### config.mk
export PLATFORM = sky130hd
export DESIGN_NAME = two_class_oldest_first_queue_unit
export DESIGN_NICKNAME = d
export VERILOG_FILES = /design/src/design/ofq_pkg.sv /design/src/design/two_class_oldest_first_queue_unit.sv /design/src/design/ofq_store.sv /design/src/design/ofq_rsp_stage.sv
export VERILOG_INCLUDE_DIRS = /design/src /design/src/design
export SDC_FILE = /design/constraint.sdc
export NUM_CORES = 1
export LEC_CHECK = 0
export BUFFER_PORTS_ARGS = -buffer_cell sky130_fd_sc_hd__buf_2
export CAP_MARGIN = 20
export CORE_ASPECT_RATIO = 0.6
export CORE_MARGIN = 2
export CORE_UTILIZATION = 55
export DETAILED_ROUTE_END_ITERATION = 12
export PLACE_DENSITY = 0.81
export SYNTH_ARGS = -nofsm -noshare
export SYNTH_HDL_FRONTEND = slang
export SYNTH_SLANG_ARGS = --single-unit
### constraint.sdc
create_clock -name clock -period 5.5 [get_ports clock]
set_clock_uncertainty 0.1 [all_clocks]
set_input_delay 0.825 -clock clock [delete_from_list [all_inputs] [get_ports clock]]
set_output_delay 0.825 -clock clock [all_outputs]
set_load 0.005 [all_outputs]
### src/design/two_class_oldest_first_queue_unit_defines.svh
// ----------------------------------------------------------------------------
// two_class_oldest_first_queue_unit_defines.svh
// Assertion macros of the queue unit module. Each macro samples on the
// rising edge of clock and is disabled while reset is high.
// ----------------------------------------------------------------------------
`ifndef TWO_CLASS_OLDEST_FIRST_QUEUE_UNIT_DEFINES_SVH
`define TWO_CLASS_OLDEST_FIRST_QUEUE_UNIT_DEFINES_SVH

// Same-cycle implication
`define OFQ_ASSERT_IMP(label, ante, cons) \
   label: assert property (@(posedge clock) disable iff (reset) (ante) |-> (cons)) \
      else $error("ofq assertion failed: same-cycle check");

// Next-cycle implication
`define OFQ_ASSERT_NXT(label, ante, cons) \
   label: assert property (@(posedge clock) disable iff (reset) (ante) |=> (cons)) \
      else $error("ofq assertion failed: next-cycle check");

`endif

### src/design/ofq_pkg.sv
// ----------------------------------------------------------------------------
// ofq_pkg
// Shared types, codes and default sizes of the two-class oldest-first queue.
// ----------------------------------------------------------------------------
`default_nettype none

package ofq_pkg;

   // Default sizes for the top-level parameters
   localparam int DEF_QUEUE_DEPTH   = 16;
   localparam int DEF_PAYLOAD_WIDTH = 16;

   // Fixed field widths
   localparam int STAMP_W   = 8;
   localparam int TAG_W     = 16;
   localparam int CMD_W     = 2;
   localparam int STATUS_W  = 2;

   typedef enum logic [CMD_W-1:0] {
      CMD_ENQUEUE = 2'd0,
      CMD_DEQ_ANY = 2'd1,
      CMD_DEQ_C0  = 2'd2,
      CMD_DEQ_C1  = 2'd3
   } cmd_type;

   typedef enum logic [STATUS_W-1:0] {
      ST_OK    = 2'd0,
      ST_EMPTY = 2'd1,
      ST_FULL  = 2'd2
   } status_type;

   // One result item as it travels to the output stage
   typedef struct packed {
      logic [TAG_W-1:0] payload;
      logic             cls;
      status_type       status;
   } rsp_type;

endpackage

`default_nettype wire

### src/design/two_class_oldest_first_queue_unit.sv
// ----------------------------------------------------------------------------
// two_class_oldest_first_queue_unit
// Two class FIFOs sharing one arrival counter. Enqueue stamps the tag and
// appends it to its class; dequeue pops a class head or the older head.
//
//   channel   ports                                          direction
//   req       req_command, req_item_class, req_payload       in
//   rsp       rsp_out_payload, rsp_out_class, rsp_status     out
//
// An item passes through the accept state, in which both head entries are read,
// and then the execute state, in which the read data returns from the entry
// memories and the pointers, counter and entry write are updated.
// A new item is accepted after the execute state ends, which orders every
// memory write before the next head read.
// The execute state holds while the output register is full and not drained.
// Reset clears pointers, counter and control; entries need no clearing.
// ----------------------------------------------------------------------------
`default_nettype none

module two_class_oldest_first_queue_unit #(
   parameter int QUEUE_DEPTH   = ofq_pkg::DEF_QUEUE_DEPTH,
   parameter int PAYLOAD_WIDTH = ofq_pkg::DEF_PAYLOAD_WIDTH
) (
   input  wire logic                          clock,
   input  wire logic                          reset,
   input  wire logic                          req_valid,
   output logic                               req_ready,
   input  wire logic [ofq_pkg::CMD_W-1:0]     req_command,
   input  wire logic                          req_item_class,
   input  wire logic [ofq_pkg::TAG_W-1:0]     req_payload,
   output logic                               rsp_valid,
   input  wire logic                          rsp_ready,
   output logic [ofq_pkg::TAG_W-1:0]          rsp_out_payload,
   output logic                               rsp_out_class,
   output logic [ofq_pkg::STATUS_W-1:0]       rsp_status
);

`include "two_class_oldest_first_queue_unit_defines.svh"

   localparam int SLOT_W  = (QUEUE_DEPTH > 1) ? $clog2(QUEUE_DEPTH) : 1;
   localparam int ENTRY_W = ofq_pkg::STAMP_W + PAYLOAD_WIDTH;
   localparam logic [SLOT_W-1:0] LAST_SLOT = SLOT_W'(QUEUE_DEPTH - 1);

   typedef enum logic [1:0] {
      S_IDLE = 2'b01,
      S_EXEC = 2'b10
   } state_type;

   state_type                      state_ff, state_in;
   ofq_pkg::cmd_type               cmd_ff;
   logic                           class_ff;
   logic [ofq_pkg::TAG_W-1:0]      payload_ff;

   // Pointers: slot plus lap bit
   logic [SLOT_W-1:0] c0_head_slot_ff, c0_head_slot_in, c0_tail_slot_ff, c0_tail_slot_in;
   logic [SLOT_W-1:0] c1_head_slot_ff, c1_head_slot_in, c1_tail_slot_ff, c1_tail_slot_in;
   logic              c0_head_lap_ff, c0_head_lap_in, c0_tail_lap_ff, c0_tail_lap_in;
   logic              c1_head_lap_ff, c1_head_lap_in, c1_tail_lap_ff, c1_tail_lap_in;
   logic [ofq_pkg::STAMP_W-1:0] arrival_ff, arrival_in;

   logic [ENTRY_W-1:0]          rd_data0, rd_data1, wr_data;
   logic [ofq_pkg::STAMP_W-1:0] stamp0, stamp1, stamp_diff;
   logic                        have0, have1, full0, full1, enq_full;
   logic                        enq_ok, deq_ok, deq_sel, exec_done, stage_free;
   logic                        wr_en0, wr_en1;
   ofq_pkg::rsp_type            result, rsp_data;

   function automatic logic [SLOT_W-1:0] next_slot(input logic [SLOT_W-1:0] slot);
      return (slot == LAST_SLOT) ? '0 : slot + 1'b1;
   endfunction

   // Accept only between items
   assign req_ready = (state_ff == S_IDLE);
   assign exec_done = (state_ff == S_EXEC) && stage_free;

   always_comb begin
      state_in = state_ff;
      case (state_ff)
         S_IDLE: if (req_valid) state_in = S_EXEC;
         S_EXEC: if (stage_free) state_in = S_IDLE;
         default: state_in = S_IDLE;
      endcase
   end

   always_ff @(posedge clock) begin
      if (reset) begin
         state_ff <= S_IDLE;
      end else begin
         state_ff <= state_in;
      end
   end

   // Capture the request on transfer
   always_ff @(posedge clock) begin
      if (req_valid && req_ready) begin
         cmd_ff     <= ofq_pkg::cmd_type'(req_command);
         class_ff   <= req_item_class;
         payload_ff <= req_payload;
      end
   end

   // Queue occupancy
   assign have0 = (c0_head_slot_ff != c0_tail_slot_ff) || (c0_head_lap_ff != c0_tail_lap_ff);
   assign have1 = (c1_head_slot_ff != c1_tail_slot_ff) || (c1_head_lap_ff != c1_tail_lap_ff);
   assign full0 = (c0_head_slot_ff == c0_tail_slot_ff) && (c0_head_lap_ff != c0_tail_lap_ff);
   assign full1 = (c1_head_slot_ff == c1_tail_slot_ff) && (c1_head_lap_ff != c1_tail_lap_ff);
   assign enq_full = class_ff ? full1 : full0;

   // Wrap-aware stamp compare of the two heads
   assign stamp0     = rd_data0[ENTRY_W-1 -: ofq_pkg::STAMP_W];
   assign stamp1     = rd_data1[ENTRY_W-1 -: ofq_pkg::STAMP_W];
   assign stamp_diff = stamp1 - stamp0;

   // Decide the command
   always_comb begin
      enq_ok  = 1'b0;
      deq_ok  = 1'b0;
      deq_sel = 1'b0;
      case (cmd_ff)
         ofq_pkg::CMD_ENQUEUE: enq_ok = !enq_full;
         ofq_pkg::CMD_DEQ_C0: begin
            deq_ok = have0;
         end
         ofq_pkg::CMD_DEQ_C1: begin
            deq_ok  = have1;
            deq_sel = 1'b1;
         end
         ofq_pkg::CMD_DEQ_ANY: begin
            deq_ok = have0 || have1;
            if (have0 && have1) begin
               deq_sel = stamp_diff[ofq_pkg::STAMP_W-1];
            end else begin
               deq_sel = have1;
            end
         end
         default: begin
            deq_ok = 1'b0;
         end
      endcase
   end

   // Build the result item
   always_comb begin
      result.payload = '0;
      result.cls     = 1'b0;
      result.status  = ofq_pkg::ST_OK;
      if (cmd_ff == ofq_pkg::CMD_ENQUEUE) begin
         if (!enq_ok) begin
            result.status = ofq_pkg::ST_FULL;
         end
      end else if (deq_ok) begin
         result.cls     = deq_sel;
         result.payload = deq_sel ? ofq_pkg::TAG_W'(rd_data1[PAYLOAD_WIDTH-1:0])
                                  : ofq_pkg::TAG_W'(rd_data0[PAYLOAD_WIDTH-1:0]);
      end else begin
         result.status = ofq_pkg::ST_EMPTY;
      end
   end

   // Advance pointers and counter
   always_comb begin
      c0_head_slot_in = c0_head_slot_ff;
      c0_head_lap_in  = c0_head_lap_ff;
      c0_tail_slot_in = c0_tail_slot_ff;
      c0_tail_lap_in  = c0_tail_lap_ff;
      c1_head_slot_in = c1_head_slot_ff;
      c1_head_lap_in  = c1_head_lap_ff;
      c1_tail_slot_in = c1_tail_slot_ff;
      c1_tail_lap_in  = c1_tail_lap_ff;
      arrival_in      = arrival_ff;
      if (exec_done && enq_ok) begin
         arrival_in = arrival_ff + 1'b1;
         if (class_ff) begin
            c1_tail_slot_in = next_slot(c1_tail_slot_ff);
            c1_tail_lap_in  = c1_tail_lap_ff ^ (c1_tail_slot_ff == LAST_SLOT);
         end else begin
            c0_tail_slot_in = next_slot(c0_tail_slot_ff);
            c0_tail_lap_in  = c0_tail_lap_ff ^ (c0_tail_slot_ff == LAST_SLOT);
         end
      end
      if (exec_done && deq_ok) begin
         if (deq_sel) begin
            c1_head_slot_in = next_slot(c1_head_slot_ff);
            c1_head_lap_in  = c1_head_lap_ff ^ (c1_head_slot_ff == LAST_SLOT);
         end else begin
            c0_head_slot_in = next_slot(c0_head_slot_ff);
            c0_head_lap_in  = c0_head_lap_ff ^ (c0_head_slot_ff == LAST_SLOT);
         end
      end
   end

   always_ff @(posedge clock) begin
      if (reset) begin
         c0_head_slot_ff <= '0;
         c0_head_lap_ff  <= 1'b0;
         c0_tail_slot_ff <= '0;
         c0_tail_lap_ff  <= 1'b0;
         c1_head_slot_ff <= '0;
         c1_head_lap_ff  <= 1'b0;
         c1_tail_slot_ff <= '0;
         c1_tail_lap_ff  <= 1'b0;
         arrival_ff      <= '0;
      end else begin
         c0_head_slot_ff <= c0_head_slot_in;
         c0_head_lap_ff  <= c0_head_lap_in;
         c0_tail_slot_ff <= c0_tail_slot_in;
         c0_tail_lap_ff  <= c0_tail_lap_in;
         c1_head_slot_ff <= c1_head_slot_in;
         c1_head_lap_ff  <= c1_head_lap_in;
         c1_tail_slot_ff <= c1_tail_slot_in;
         c1_tail_lap_ff  <= c1_tail_lap_in;
         arrival_ff      <= arrival_in;
      end
   end

   // Stamp and write the new entry at the tail
   assign wr_data = {arrival_ff, PAYLOAD_WIDTH'(payload_ff)};
   assign wr_en0  = exec_done && enq_ok && !class_ff;
   assign wr_en1  = exec_done && enq_ok && class_ff;

   ofq_store #(
      .DEPTH (QUEUE_DEPTH),
      .WIDTH (ENTRY_W)
   ) u_store0 (
      .clock   (clock),
      .wr_en   (wr_en0),
      .wr_addr (c0_tail_slot_ff),
      .wr_data (wr_data),
      .rd_addr (c0_head_slot_ff),
      .rd_data (rd_data0)
   );

   ofq_store #(
      .DEPTH (QUEUE_DEPTH),
      .WIDTH (ENTRY_W)
   ) u_store1 (
      .clock   (clock),
      .wr_en   (wr_en1),
      .wr_addr (c1_tail_slot_ff),
      .wr_data (wr_data),
      .rd_addr (c1_head_slot_ff),
      .rd_data (rd_data1)
   );

   ofq_rsp_stage u_rsp_stage (
      .clock     (clock),
      .reset     (reset),
      .load      (exec_done),
      .load_data (result),
      .free      (stage_free),
      .rsp_valid (rsp_valid),
      .rsp_ready (rsp_ready),
      .rsp_data  (rsp_data)
   );

   assign rsp_out_payload = rsp_data.payload;
   assign rsp_out_class   = rsp_data.cls;
   assign rsp_status      = rsp_data.status;

   // Checks
   `OFQ_ASSERT_NXT(a_accept_to_exec, req_valid && req_ready, state_ff == S_EXEC)
   `OFQ_ASSERT_NXT(a_done_shows_result, exec_done, rsp_valid)
   `OFQ_ASSERT_IMP(a_slots_in_range, 1'b1, (c0_head_slot_ff <= LAST_SLOT) && (c0_tail_slot_ff <= LAST_SLOT) && (c1_head_slot_ff <= LAST_SLOT) && (c1_tail_slot_ff <= LAST_SLOT))
   `OFQ_ASSERT_NXT(a_counter_only_on_enqueue, !(exec_done && enq_ok), arrival_ff == $past(arrival_ff))

endmodule

`default_nettype wire

### src/design/ofq_store.sv
// ----------------------------------------------------------------------------
// ofq_store
// Entry memory of one class queue: one write port, one read port with
// registered read data.
// ----------------------------------------------------------------------------
`default_nettype none

module ofq_store #(
   parameter int DEPTH = ofq_pkg::DEF_QUEUE_DEPTH,
   parameter int WIDTH = ofq_pkg::STAMP_W + ofq_pkg::DEF_PAYLOAD_WIDTH,
   localparam int ADDR_W = (DEPTH > 1) ? $clog2(DEPTH) : 1
) (
   input  wire logic                     clock,
   input  wire logic                     wr_en,
   input  wire logic [ADDR_W-1:0]        wr_addr,
   input  wire logic [WIDTH-1:0]         wr_data,
   input  wire logic [ADDR_W-1:0]        rd_addr,
   output logic      [WIDTH-1:0]         rd_data
);

   logic [WIDTH-1:0] mem_ff [DEPTH];
   logic [WIDTH-1:0] rd_data_ff;

   // Write the entry
   always_ff @(posedge clock) begin
      if (wr_en) begin
         mem_ff[wr_addr] <= wr_data;
      end
   end

   // Register the read data
   always_ff @(posedge clock) begin
      rd_data_ff <= mem_ff[rd_addr];
   end

   assign rd_data = rd_data_ff;

endmodule

`default_nettype wire

### src/design/ofq_rsp_stage.sv
// ----------------------------------------------------------------------------
// ofq_rsp_stage
// Output register of the result channel. Holds one result until the
// transfer and reports when it can take the next one.
// ----------------------------------------------------------------------------
`default_nettype none

module ofq_rsp_stage (
   input  wire logic                 clock,
   input  wire logic                 reset,
   input  wire logic                 load,
   input  wire ofq_pkg::rsp_type     load_data,
   output logic                      free,
   output logic                      rsp_valid,
   input  wire logic                 rsp_ready,
   output ofq_pkg::rsp_type          rsp_data
);

   logic             valid_ff, valid_in;
   ofq_pkg::rsp_type data_ff;

   // Room when empty or when the held result leaves this cycle
   assign free = !valid_ff || rsp_ready;

   always_comb begin
      valid_in = valid_ff;
      if (load) begin
         valid_in = 1'b1;
      end else if (rsp_ready) begin
         valid_in = 1'b0;
      end
   end

   always_ff @(posedge clock) begin
      if (reset) begin
         valid_ff <= 1'b0;
      end else begin
         valid_ff <= valid_in;
      end
   end

   // Hold the payload until the next load
   always_ff @(posedge clock) begin
      if (load) begin
         data_ff <= load_data;
      end
   end

   assign rsp_valid = valid_ff;
   assign rsp_data  = data_ff;

endmodule

`default_nettype wire

---- Word level (Yosys, flattened, before mapping) ----
Memory sizes are Yosys's and may differ from the RTL's. A register that Yosys moved wholly into a read port is not among the register bits.
Index checks and enable logic that the tools add are counted.
cells by class
  $add $sub $neg .......................... 6
  eq/ne operators ......................... 17
  muxes and demuxes ....................... 22
  bitwise gates (word level) .............. 7
  reduce and logical (&&, ||, !) cells .... 24
operators by type and width
  operator                                              count
  adder 4 x 1 -> 4 bit (second input constant)          4
  equality test 4 bit (second input constant)           4
  two-way mux 16 bit                                    1
  two-way mux 4 bit                                     4
  two-way mux 1 bit                                     10
  AND reduction 2 bit                                   5
  logical AND 1 bit                                     9
  adder 8 x 1 -> 8 bit (second input constant)          1
  equality test 4 bit                                   2
  two-way mux 2 bit                                     4
  != test 4 bit                                         2
  subtractor 8 bit                                      1
  equality test 2 bit (second input constant)           3
  equality test 2 x 1 -> 1 bit (second input constant)  2
  logical OR 1 bit                                      4
  != test 2 bit (second input constant)                 2
  one-hot mux 2 bit (2 select lines)                    1
  XOR 1 bit                                             4
  logical NOT 1 bit                                     3
  NOT 1 bit                                             3
  one-hot mux 1 bit (3 select lines)                    1
  logical NOT 2 bit                                     1
  != test 1 bit                                         2
  one-hot mux 1 bit (2 select lines)                    1
  other kinds (2)                                       2
storage, ports and cells
  flip-flop bits (word level) ............. 69
  bits in writable memories ............... 768
  output and inout bits ................... 21
  word-level logic and storage cells ...... 95
  memories kept ........................... 2
memory list
  name             depth  bits a word  rd ports  clocked after memory_dff  write ports  RTL line         RTL
  u_store0.mem_ff  16     24           1         1                         1            ofq_store.sv:21  logic [WIDTH-1:0] mem_ff [DEPTH];
  u_store1.mem_ff  16     24           1         1                         1            ofq_store.sv:21

---- Depth between registers and ports, before layout ----
Gate-level depths: netlist of run 1.
  depth after elaboration ................. 9
  mapped depth ............................ 9
  mapped depth without buffers ............ 9

---- By module ----
Synthesis of run 1 repeated with hierarchy kept, for this count alone.
second synthesis, totals
  cell total of the unflattened synthesis .. 1596
  area total of the unflattened synthesis .. 33225.6 µm²
modules (own cells, without submodules)
  module                             instances  cells an instance  area an instance (µm²)
  ofq_store                          2          636                14930.6
  two_class_oldest_first_queue_unit  1          301                2747.6
  ofq_rsp_stage                      1          23                 616.8

---- Least setup slack after synthesis of run 1 ----
Ideal clock, no wire load.
  path kind ............................... input -> register
  start ................................... in rsp_ready
  end ..................................... mem u_store1.mem_ff[1][0] (netlist bit) (enable)
  data arrival time ....................... 3.381 ns
  path slack .............................. 1.584 ns
  stages on the path ...................... 5
  cell sequence ........................... nand2b_1 > nand3_2 > a211oi_4 > nand2_1 > nor3_1
between the ends
  cells in the longest elaborated chain, start to end .. 6
RTL lines
  element                                  RTL line                                  RTL
  from (decl)                              two_class_oldest_first_queue_unit.sv:32   input wire logic rsp_ready,
  logical OR 1 bit                         ofq_rsp_stage.sv:23                       assign free = !valid_ff || rsp_ready;
  logical AND 1 bit                        two_class_oldest_first_queue_unit.sv:74   assign exec_done = (state_ff == S_EXEC) && stage_free;
  logical AND 1 bit (2 in series)          two_class_oldest_first_queue_unit.sv:219  assign wr_en1 = exec_done && enq_ok && class_ff;
  two-way mux 1 bit                        ofq_store.sv:26                           if (wr_en) begin
  two-way mux 1 bit (implied by the code)  ofq_store.sv:27                           mem_ff[wr_addr] <= wr_data;
  to (decl)                                ofq_store.sv:21
Every way passes these cells.

---- Worst setup path after layout of run 1 ----
  start ................................... reg c0_head_slot_ff[0]
  end ..................................... mem u_store0.mem_ff[12][13] (netlist bit) (enable)
between the ends
  cells in the longest elaborated chain, start to end .. 9
RTL lines
  element                                  RTL line                                  RTL
  from (decl)                              two_class_oldest_first_queue_unit.sv:55   logic [SLOT_W-1:0] c0_head_slot_ff, c0_head_slot_in, c0_tail_slot_ff, c0_tail_slot_in;
  from (signal assigned)                   two_class_oldest_first_queue_unit.sv:204  c0_head_slot_ff <= c0_head_slot_in;
  equality test 4 bit                      two_class_oldest_first_queue_unit.sv:105  assign full0 = (c0_head_slot_ff == c0_tail_slot_ff) && (c0_head_lap_ff != c0_tail_lap_ff);
  logical AND 1 bit                        two_class_oldest_first_queue_unit.sv:105
  two-way mux 1 bit                        two_class_oldest_first_queue_unit.sv:107  assign enq_full = class_ff ? full1 : full0;
  logical NOT 1 bit                        two_class_oldest_first_queue_unit.sv:120  ofq_pkg::CMD_ENQUEUE: enq_ok = !enq_full;
  two-way mux 1 bit                        two_class_oldest_first_queue_unit.sv:119  case (cmd_ff)
  logical AND 1 bit (2 in series)          two_class_oldest_first_queue_unit.sv:218  assign wr_en0 = exec_done && enq_ok && !class_ff;
  two-way mux 1 bit                        ofq_store.sv:26
  two-way mux 1 bit (implied by the code)  ofq_store.sv:27
  to (decl)                                ofq_store.sv:21
Every way passes these cells.

==> results of run 1 <==
[cells by family (layout without fill, tap and decap cells)]
group                      Yosys count  count (layout)  synth area share
xor gates and xnor gates            17              17           0.00466
muxes                              250             250             0.165
AOI/OAI and AO/OA                   80              80            0.0200
and+or+nand+nor                    160             160            0.0241
buffers and inverters               88             261            0.0115
DFF                                885             885             0.769
adders and majority gates           17              17           0.00634
[registers in the layout, indices dropped and copies added (netlist names)]
| signal | flops |
|---|---|
| u_store0.mem_ff | 384 |
| u_store1.mem_ff | 384 |
| u_store0.rd_data | 24 |
| u_store1.rd_data | 24 |
| u_rsp_stage.rsp_data | 19 |
| payload_ff | 16 |
| arrival_ff | 8 |
| c0_head_slot_ff | 4 |
| c0_tail_slot_ff | 4 |
| c1_head_slot_ff | 4 |
| c1_tail_slot_ff | 4 |
| cmd_ff | 2 |
| state_ff | 2 |
| c0_head_lap_ff | 1 |
| c0_tail_lap_ff | 1 |
| c1_head_lap_ff | 1 |
| c1_tail_lap_ff | 1 |
| class_ff | 1 |
| u_rsp_stage.rsp_valid | 1 |
[per-stage QoR]
stage,utilization,power [mW],hold WS (ns),setup slack [ns],instance area [um^2]
4_1_cts,0.616,12.7,0.255,1.95,37400
6_report,0.621,12.7,0.281,1.99,37600
3_5_place_dp,0.577,7.60,0.417,1.83,35000
5_1_grt,0.621,13.0,0.257,1.76,37600
2_1_floorplan,-,7.53,0.370,1.58,33500
3_3_place_gp,0.577,7.59,0.402,1.86,35000
[worst max-delay path: cells and delay by family, from the launching register on]
| family | cells | cell delay (ns) |
|---|---|---|
| flip-flops | 1 | 0.78 |
| XOR/XNOR | 1 | 0.28 |
| buffers and inverters | 1 | 0.39 |
| AO/OA/AOI/OAI | 1 | 0.43 |
| AND/OR/NAND/NOR | 3 | 1.17 |
[layer usage]
layer  wire length, um  GRT usage
met1             30700      0.383
met2             33700      0.341
met3              8720     0.0577
met4              1260     0.0508
met5                 0          0
[power breakdown]
group / switching [mW] / internal (mW)
combinational: 0.0739 / 0.0353
clock: 2.33 / 2.85
sequential: 0.0482 / 7.32
[final timing paths]
check	startpoint	endpoint	slack, ns	cells past startpoint
worst max register to register	c0_head_slot_ff[0]	u_store0.mem_ff[12][13]	1.99	6
worst min-delay path	req_payload[8]	payload_ff[8]	0.28	1
worst max-delay path	c0_head_slot_ff[0]	u_store0.mem_ff[12][13]	1.99	6
worst min register to register	c1_tail_lap_ff	c1_tail_lap_ff	0.42	2
[cells in the final DEF, fill, tap and decap left out, types with 3 or more instances in the layout]
master and n:
a21boi_1 6, a21boi_2 11, a21oi_1 15, and2_1 4, buf_16 7, buf_2 43, buf_4 49, buf_8 6
bufinv_16 4, clkbuf_1 26, clkbuf_16 77, clkbuf_8 5, clkinv_1 5, clkinv_2 13, dfxtp_1 73, dfxtp_4 4
edfxtp_1 806, ha_1 17, inv_1 17, mux2_1 5, mux2i_1 3, mux4_2 239, nand2_1 28, nand2b_1 7
nand3_1 21, nand4_1 5, nor2_1 28, nor2_2 24, nor2b_1 9, nor3_1 5, nor3_2 9, o21ai_0 8
o21ai_1 7, o21ai_2 10, xnor2_1 7, xor2_1 9
[final cells by class]
type | instances | share of cell area
clock buffer | 108 | 0.0556
clock inverter | 28 | 0.00695
inverter | 18 | 0.00180
multi-input combinational | 524 | 0.199
sequential | 885 | 0.686
tap | 828 | 0.0275
timing repair buffer | 107 | 0.0241
==> results.tsv, run 1 <==
stage	metric	value	unit
placement	placement.io_buffers	43	
detailed_routing	post-route-drc-count	0	
detailed_routing	wire_per_inst	29.8	um
detailed_routing	first_pass_iters	6	
clock_network	cts_resized	0	
detailed_routing	vias	16000	
power_and_ir_drop	cellLeakagePower	11.5	nW
power_and_ir_drop	irDropWorstVdd	0.241	mV
floorplanning	die_h	195	um
finish	layoutNonFillerInstCount	2498	
setup_path	slowest_delay	0.82	ns
finish	nets_finish	1651	
synth	synth_enable_flop_cells	806	
run_status	outcome	finished, final reports clean	
synth	synth.most_common_cell	edfxtp_1	
floorplanning	initial_core_util	0.553	
synth	asyncSetResetFlopFracSynth	0	
synth	synthesis.area_per_instance	22.4	um^2
setup_path	critical_path_arrival	3.70	ns
grt	via_count_of_the_first_global_routing_pass	15900	
finish	nFillCells	3982	
synth	yosys-top-cells-area	edfxtp_1 72%, mux4_2 16%, dfxtp_1 4.7%, ha_1 0.63%, nor2_1 0.58%	
synth	post_synth_num_cell_types	63	
sta	final.period_utilization	0.638	
clock_network	post_cts.repair.setup_buffers	0	
synth	seq_area_frac_synth	0.769	
placement	placed_cells_incl_taps	2349	
synth	mappedNetlistArea	33500	um^2
detailed_routing	antenna_violating_nets_post_route	0	
synth	synth_top_flop_cell	edfxtp_1	
grt	grt_first_pass_wirelength	108000	um
grt	overflow	0	
power_and_ir_drop	power.density_cell_area	336	nW/um^2
sta	worstMarginPinSlew	1.10	ns
sta	hold_vio_cnt_final	0	
synth	synth.cells.most_frequent	806 x edfxtp_1, 239 x mux4_2, 79 x dfxtp_1, 52 x nor2_1, 32 x clkbuf_1	
synth	postSynthRegisterBits	885	
grt	largest_net_degree_at_the_start_of_global_routing	73	
clock_network	cts_htree_levels	3	
sta	slew_headroom	0.268	
placement	dp_hpwl	42000	um
detailed_routing	drt_wl_total	74400	um
finish	area.sequential	25800	um^2
clock_network	numClockSinks	885	
synth	synth_largest_area_cell	edfxtp_1	
setup_path	critical_path_class	reg2reg	
clock_network	worst_setup_hold_path_clk_slew	0.07	ns
sta	fmax	0.285	GHz
clock_network	clk_latency	0.62	ns
floorplanning	floorplan.die_area	63000	um^2
sta	timing.final.crit_period	3.51	ns
clock_network	cts_hold_buf	0	
detailed_routing	post_drt_via_cell_ratio	6.42	
detailed_routing	dr.first_iter.drc_count	2393	
clock_network	clk_root_buffer_cell	clkbuf_16	
floorplanning	ioPinCount	44	
flow_run	cap_viol_max_count	0	
synth	syn_nets	1537	
finish	multi_input_area	7470	um^2
clock_network	num_cts_buffers	75	
sta	timing.setup.tns	0	ns
sta	final_max_slew_viol_count	0	
setup_path	timing.critical_path.from_type	flip-flop	
floorplanning	core_area	60600	um^2
synth	netlist_instances	1497	
setup_path	cp.required	5.69	ns
setup_path	worstPathMaxFanout	32	
grt	number_of_antenna_violations_at_the_first_check_in_global_routing	0	
setup_path	slowest_cell_on_the_critical_path	nor2_2	
finish	area_growth_syn_to_layout	12.2	%
setup_path	crit_path_end_kind	flip-flop	
clock_network	tritoncts_clock_tree	yes	
sta	setup-violations-final	0	
sta	rsz0062_at_grt	no	
clock_network	cts-root-to-sink-buffers	3	
finish	drive_gt1_frac	0.319	
setup_path	path_cells	xor2_1 -> nor4_4 -> a211oi_4 -> nand2_1 -> nor2_2 -> buf_4	
finish	count_of_inserted_antenna_diode_cells	0	
grt	globalRouteTotalUtil	0.240	
synth	yosysWarnings	0	
floorplanning	placement_rows	70	
synth	synth.top_cell.area_share	0.722	
hold_path	min-delay-path-class	in2reg	
placement	routabilityCongestion	0.905	
floorplanning	die_x	323	um
Power figures use the tool's default switching activity.
==> run 2, diff against run 1 <==
--- a/config.mk
+++ b/config.mk
@@ -12,7 +12,7 @@
 export CORE_MARGIN = 2
 export CORE_UTILIZATION = 55
 export DETAILED_ROUTE_END_ITERATION = 12
-export PLACE_DENSITY = 0.81
+export PLACE_DENSITY = 0.84
 export SYNTH_ARGS = -nofsm -noshare
 export SYNTH_HDL_FRONTEND = slang
 export SYNTH_SLANG_ARGS = --single-unit
==> constraint.sdc (replaced) <==
create_clock -name clock -period 3.19 [get_ports clock]
set_clock_uncertainty 0.1 [all_clocks]
set_input_delay 0.4785 -clock clock [delete_from_list [all_inputs] [get_ports clock]]
set_output_delay 0.4785 -clock clock [all_outputs]
set_load 0.005 [all_outputs]
==> run 2 against run 1 <==
Against the previous run: count of clock-buffer cells in the layout shrank 8; clock power is 78% higher; register-to-register slack worse by 1.8 ns; global-route usage is 3.5 points higher; non-clock buffer count up 37; hold slack improved by 0.036 ns; largest cell class unchanged.
==> results.tsv, run 2 (synthesis gave the netlist of run 1 again) <==
stage	metric	value	unit
run_status	outcome	finished, final reports clean	
finish	layout.cells.most_common_list	806 x edfxtp_1, 239 x mux4_2, 76 x clkbuf_16	
sta	worstMarginPinSlew	0.799	ns
clock_network	clk_latency	0.63	ns
clock_network	clk_root_buffer_cell	clkbuf_16	
grt	overflow	0	
power_and_ir_drop	irDropWorstVdd	0.566	mV
sta	final.period_utilization	0.946	
sta	rsz0062_at_grt	no	
power_and_ir_drop	cellLeakagePower	11.7	nW
power_and_ir_drop	p_int	17.8	mW
floorplanning	core_area	60600	um^2
setup_path	cp.required	3.34	ns
sta	hold_vio_cnt_final	0	
grt	grt_first_pass_wirelength	120000	um
clock_network	cts-root-to-sink-buffers	3	
floorplanning	initial_core_util	0.553	
detailed_routing	dr.first_iter.drc_count	2476	
power_and_ir_drop	switching_share	0.198	
sta	final_max_slew_viol_count	0	
sta	timing.final.crit_period	3.02	ns
placement	place_ws	0.253	ns
detailed_routing	post-route-drc-count	0	
sta	finalWorstSetupSlack	0.172	ns
power_and_ir_drop	seq_power_share	0.571	
placement	routabilityCongestion	0.902	
floorplanning	floorplan.die_area	63000	um^2
placement	placement.io_buffers	43	
finish	final_common_cell	edfxtp_1	
grt	number_of_antenna_violations_at_the_first_check_in_global_routing	8	
placement	dp_hpwl	50100	um
floorplanning	ioPinCount	44	
floorplanning	die_h	195	um
detailed_routing	drt_wl_total	84500	um
finish	drive_gt1_frac	0.322	
hold_path	min-delay-path-class	in2reg	
sta	fmax	0.331	GHz
setup_path	timing.critical_path.from_type	flip-flop	
finish	nets_finish	1687	
clock_network	numClockSinks	885	
sta	timing.setup.tns	0	ns
detailed_routing	first_pass_iters	7	
detailed_routing	wire_per_inst	33.3	um
flow_run	cap_viol_max_count	0	
detailed_routing	vias	16600	
power_and_ir_drop	power_frac_comb	0.013	
setup_path	critical_path_class	reg2reg	
setup_path	critical_path_arrival	3.17	ns
grt	globalRouteTotalUtil	0.275	
clock_network	tritoncts_clock_tree	yes	
detailed_routing	antenna_violating_nets_post_route	0	
setup_path	path_delay_family	flip-flops	
finish	reg_top3	u_store0.mem_ff: 384 flops, u_store1.mem_ff: 384 flops	
grt	largest_net_degree_at_the_start_of_global_routing	100	
setup_path	slowest_delay	0.71	ns
floorplanning	die_x	323	um
grt	via_count_of_the_first_global_routing_pass	16700	
power_and_ir_drop	net-switching-power	4.39	mW
sta	slew_headroom	0.466	
detailed_routing	post_drt_via_cell_ratio	6.55	
setup_path	timing.critical_path.buf_inv	1	
setup_path	slowest_cell_on_the_critical_path	dfxtp_1	
setup_path	path_cells	xor2_1 -> nor4_4 -> a211oi_4 -> nand2_1 -> nor2_2 -> buf_4	
clock_network	cts_htree_levels	3	
floorplanning	placement_rows	70	
finish	area_growth_syn_to_layout	13.4	%
setup_path	worstPathMaxFanout	24	
clock_network	post_cts.repair.setup_buffers	0	
sta	setup-violations-final	0	
power_and_ir_drop	power.density_cell_area	582	nW/um^2
clock_network	num_cts_buffers	74	
setup_path	crit_path_end_kind	flip-flop	
power_and_ir_drop	pwr-share-clk	0.416	
clock_network	worst_setup_hold_path_clk_slew	0.06	ns
-- run 2: changes by cell type in the layout (fill, tap and decap cells not counted), moves of 6 or more --
| cell | change |
|---|---|
| clkbuf_1 | -6 |
| nor3_4 | +8 |
| buf_4 | +21 |
| buf_12 | +9 |
| dlygate4sd3_1 | +19 |
| nor3_2 | -8 |
| buf_16 | -6 |
| clkinv_1 | +7 |
| buf_8 | -6 |
-- run 2: what timing repair did --
item	CTS	global route
hold endpoints to repair	19	0
resized for setup	0	0
hold buffers	19	0
-- run 2: worst reg2reg max path: stages, from the launching register on --
cell	delay, ns
dfxtp_1	0.71
xor2_1	0.31
nor4_4	0.10
a211oi_4	0.50
nand2_1	0.34
nor2_2	0.20
buf_4	0.40
-- run 2: cell type report --
cell class,instances,area (um^2)
Sequential cell,885,25800
Fill cell,3886,22600
Multi-Input combinational cell,524,7530
Clock buffer,100,2030
Timing Repair Buffer,144,1180
Tap cell,828,1040
Clock inverter,36,398
Inverter,18,67.6
Antenna cell,2,5.00
-- run 2: final timing paths --
path | start | end | slack, ns | cells after the start
max | c0_tail_slot_ff[3] | u_store0.mem_ff[6][0] | 0.17 | 6
min | rsp_ready | u_rsp_stage.rsp_valid | 0.32 | 3
max reg2reg | c0_tail_slot_ff[3] | u_store0.mem_ff[6][0] | 0.17 | 6
min reg2reg | arrival_ff[7] | u_store0.mem_ff[0][23] | 0.44 | 0
-- run 2: metrics by stage --
step           std cells  cell area (um^2)  power, mW  utilization  hold slack [ns]
2_1_floorplan       1497             33600       13.0            -            0.370
3_3_place_gp        2379             35400       13.1        0.584            0.422
3_5_place_dp        2379             35400       13.2        0.584            0.446
4_1_cts             2534             38000       22.2        0.627            0.280
5_1_grt             2535             38000       22.6        0.628            0.341
6_report            2537             38000       22.2        0.628            0.317
-- run 2: power by group through the flow --
stage	sequential (mW)	combinational, mW	clock [mW]
after floorplan	12.9	0.0539	0
after global placement	12.9	0.227	0
after detailed placement	12.9	0.245	0
after CTS	12.7	0.264	9.29
after global routing	12.6	0.299	9.71
final	12.6	0.287	9.22
-- run 2: metal layers --
| metal | up-vias | share of wire | GRT usage |
|---|---|---|---|
| met5 | - | 0.00019 | 0 |
| met4 | 4 | 0.023 | 0.0658 |
| met3 | 144 | 0.16 | 0.126 |
| met2 | 1225 | 0.45 | 0.392 |
| met1 | 8720 | 0.37 | 0.391 |
| li1 | 6532 | - | - |
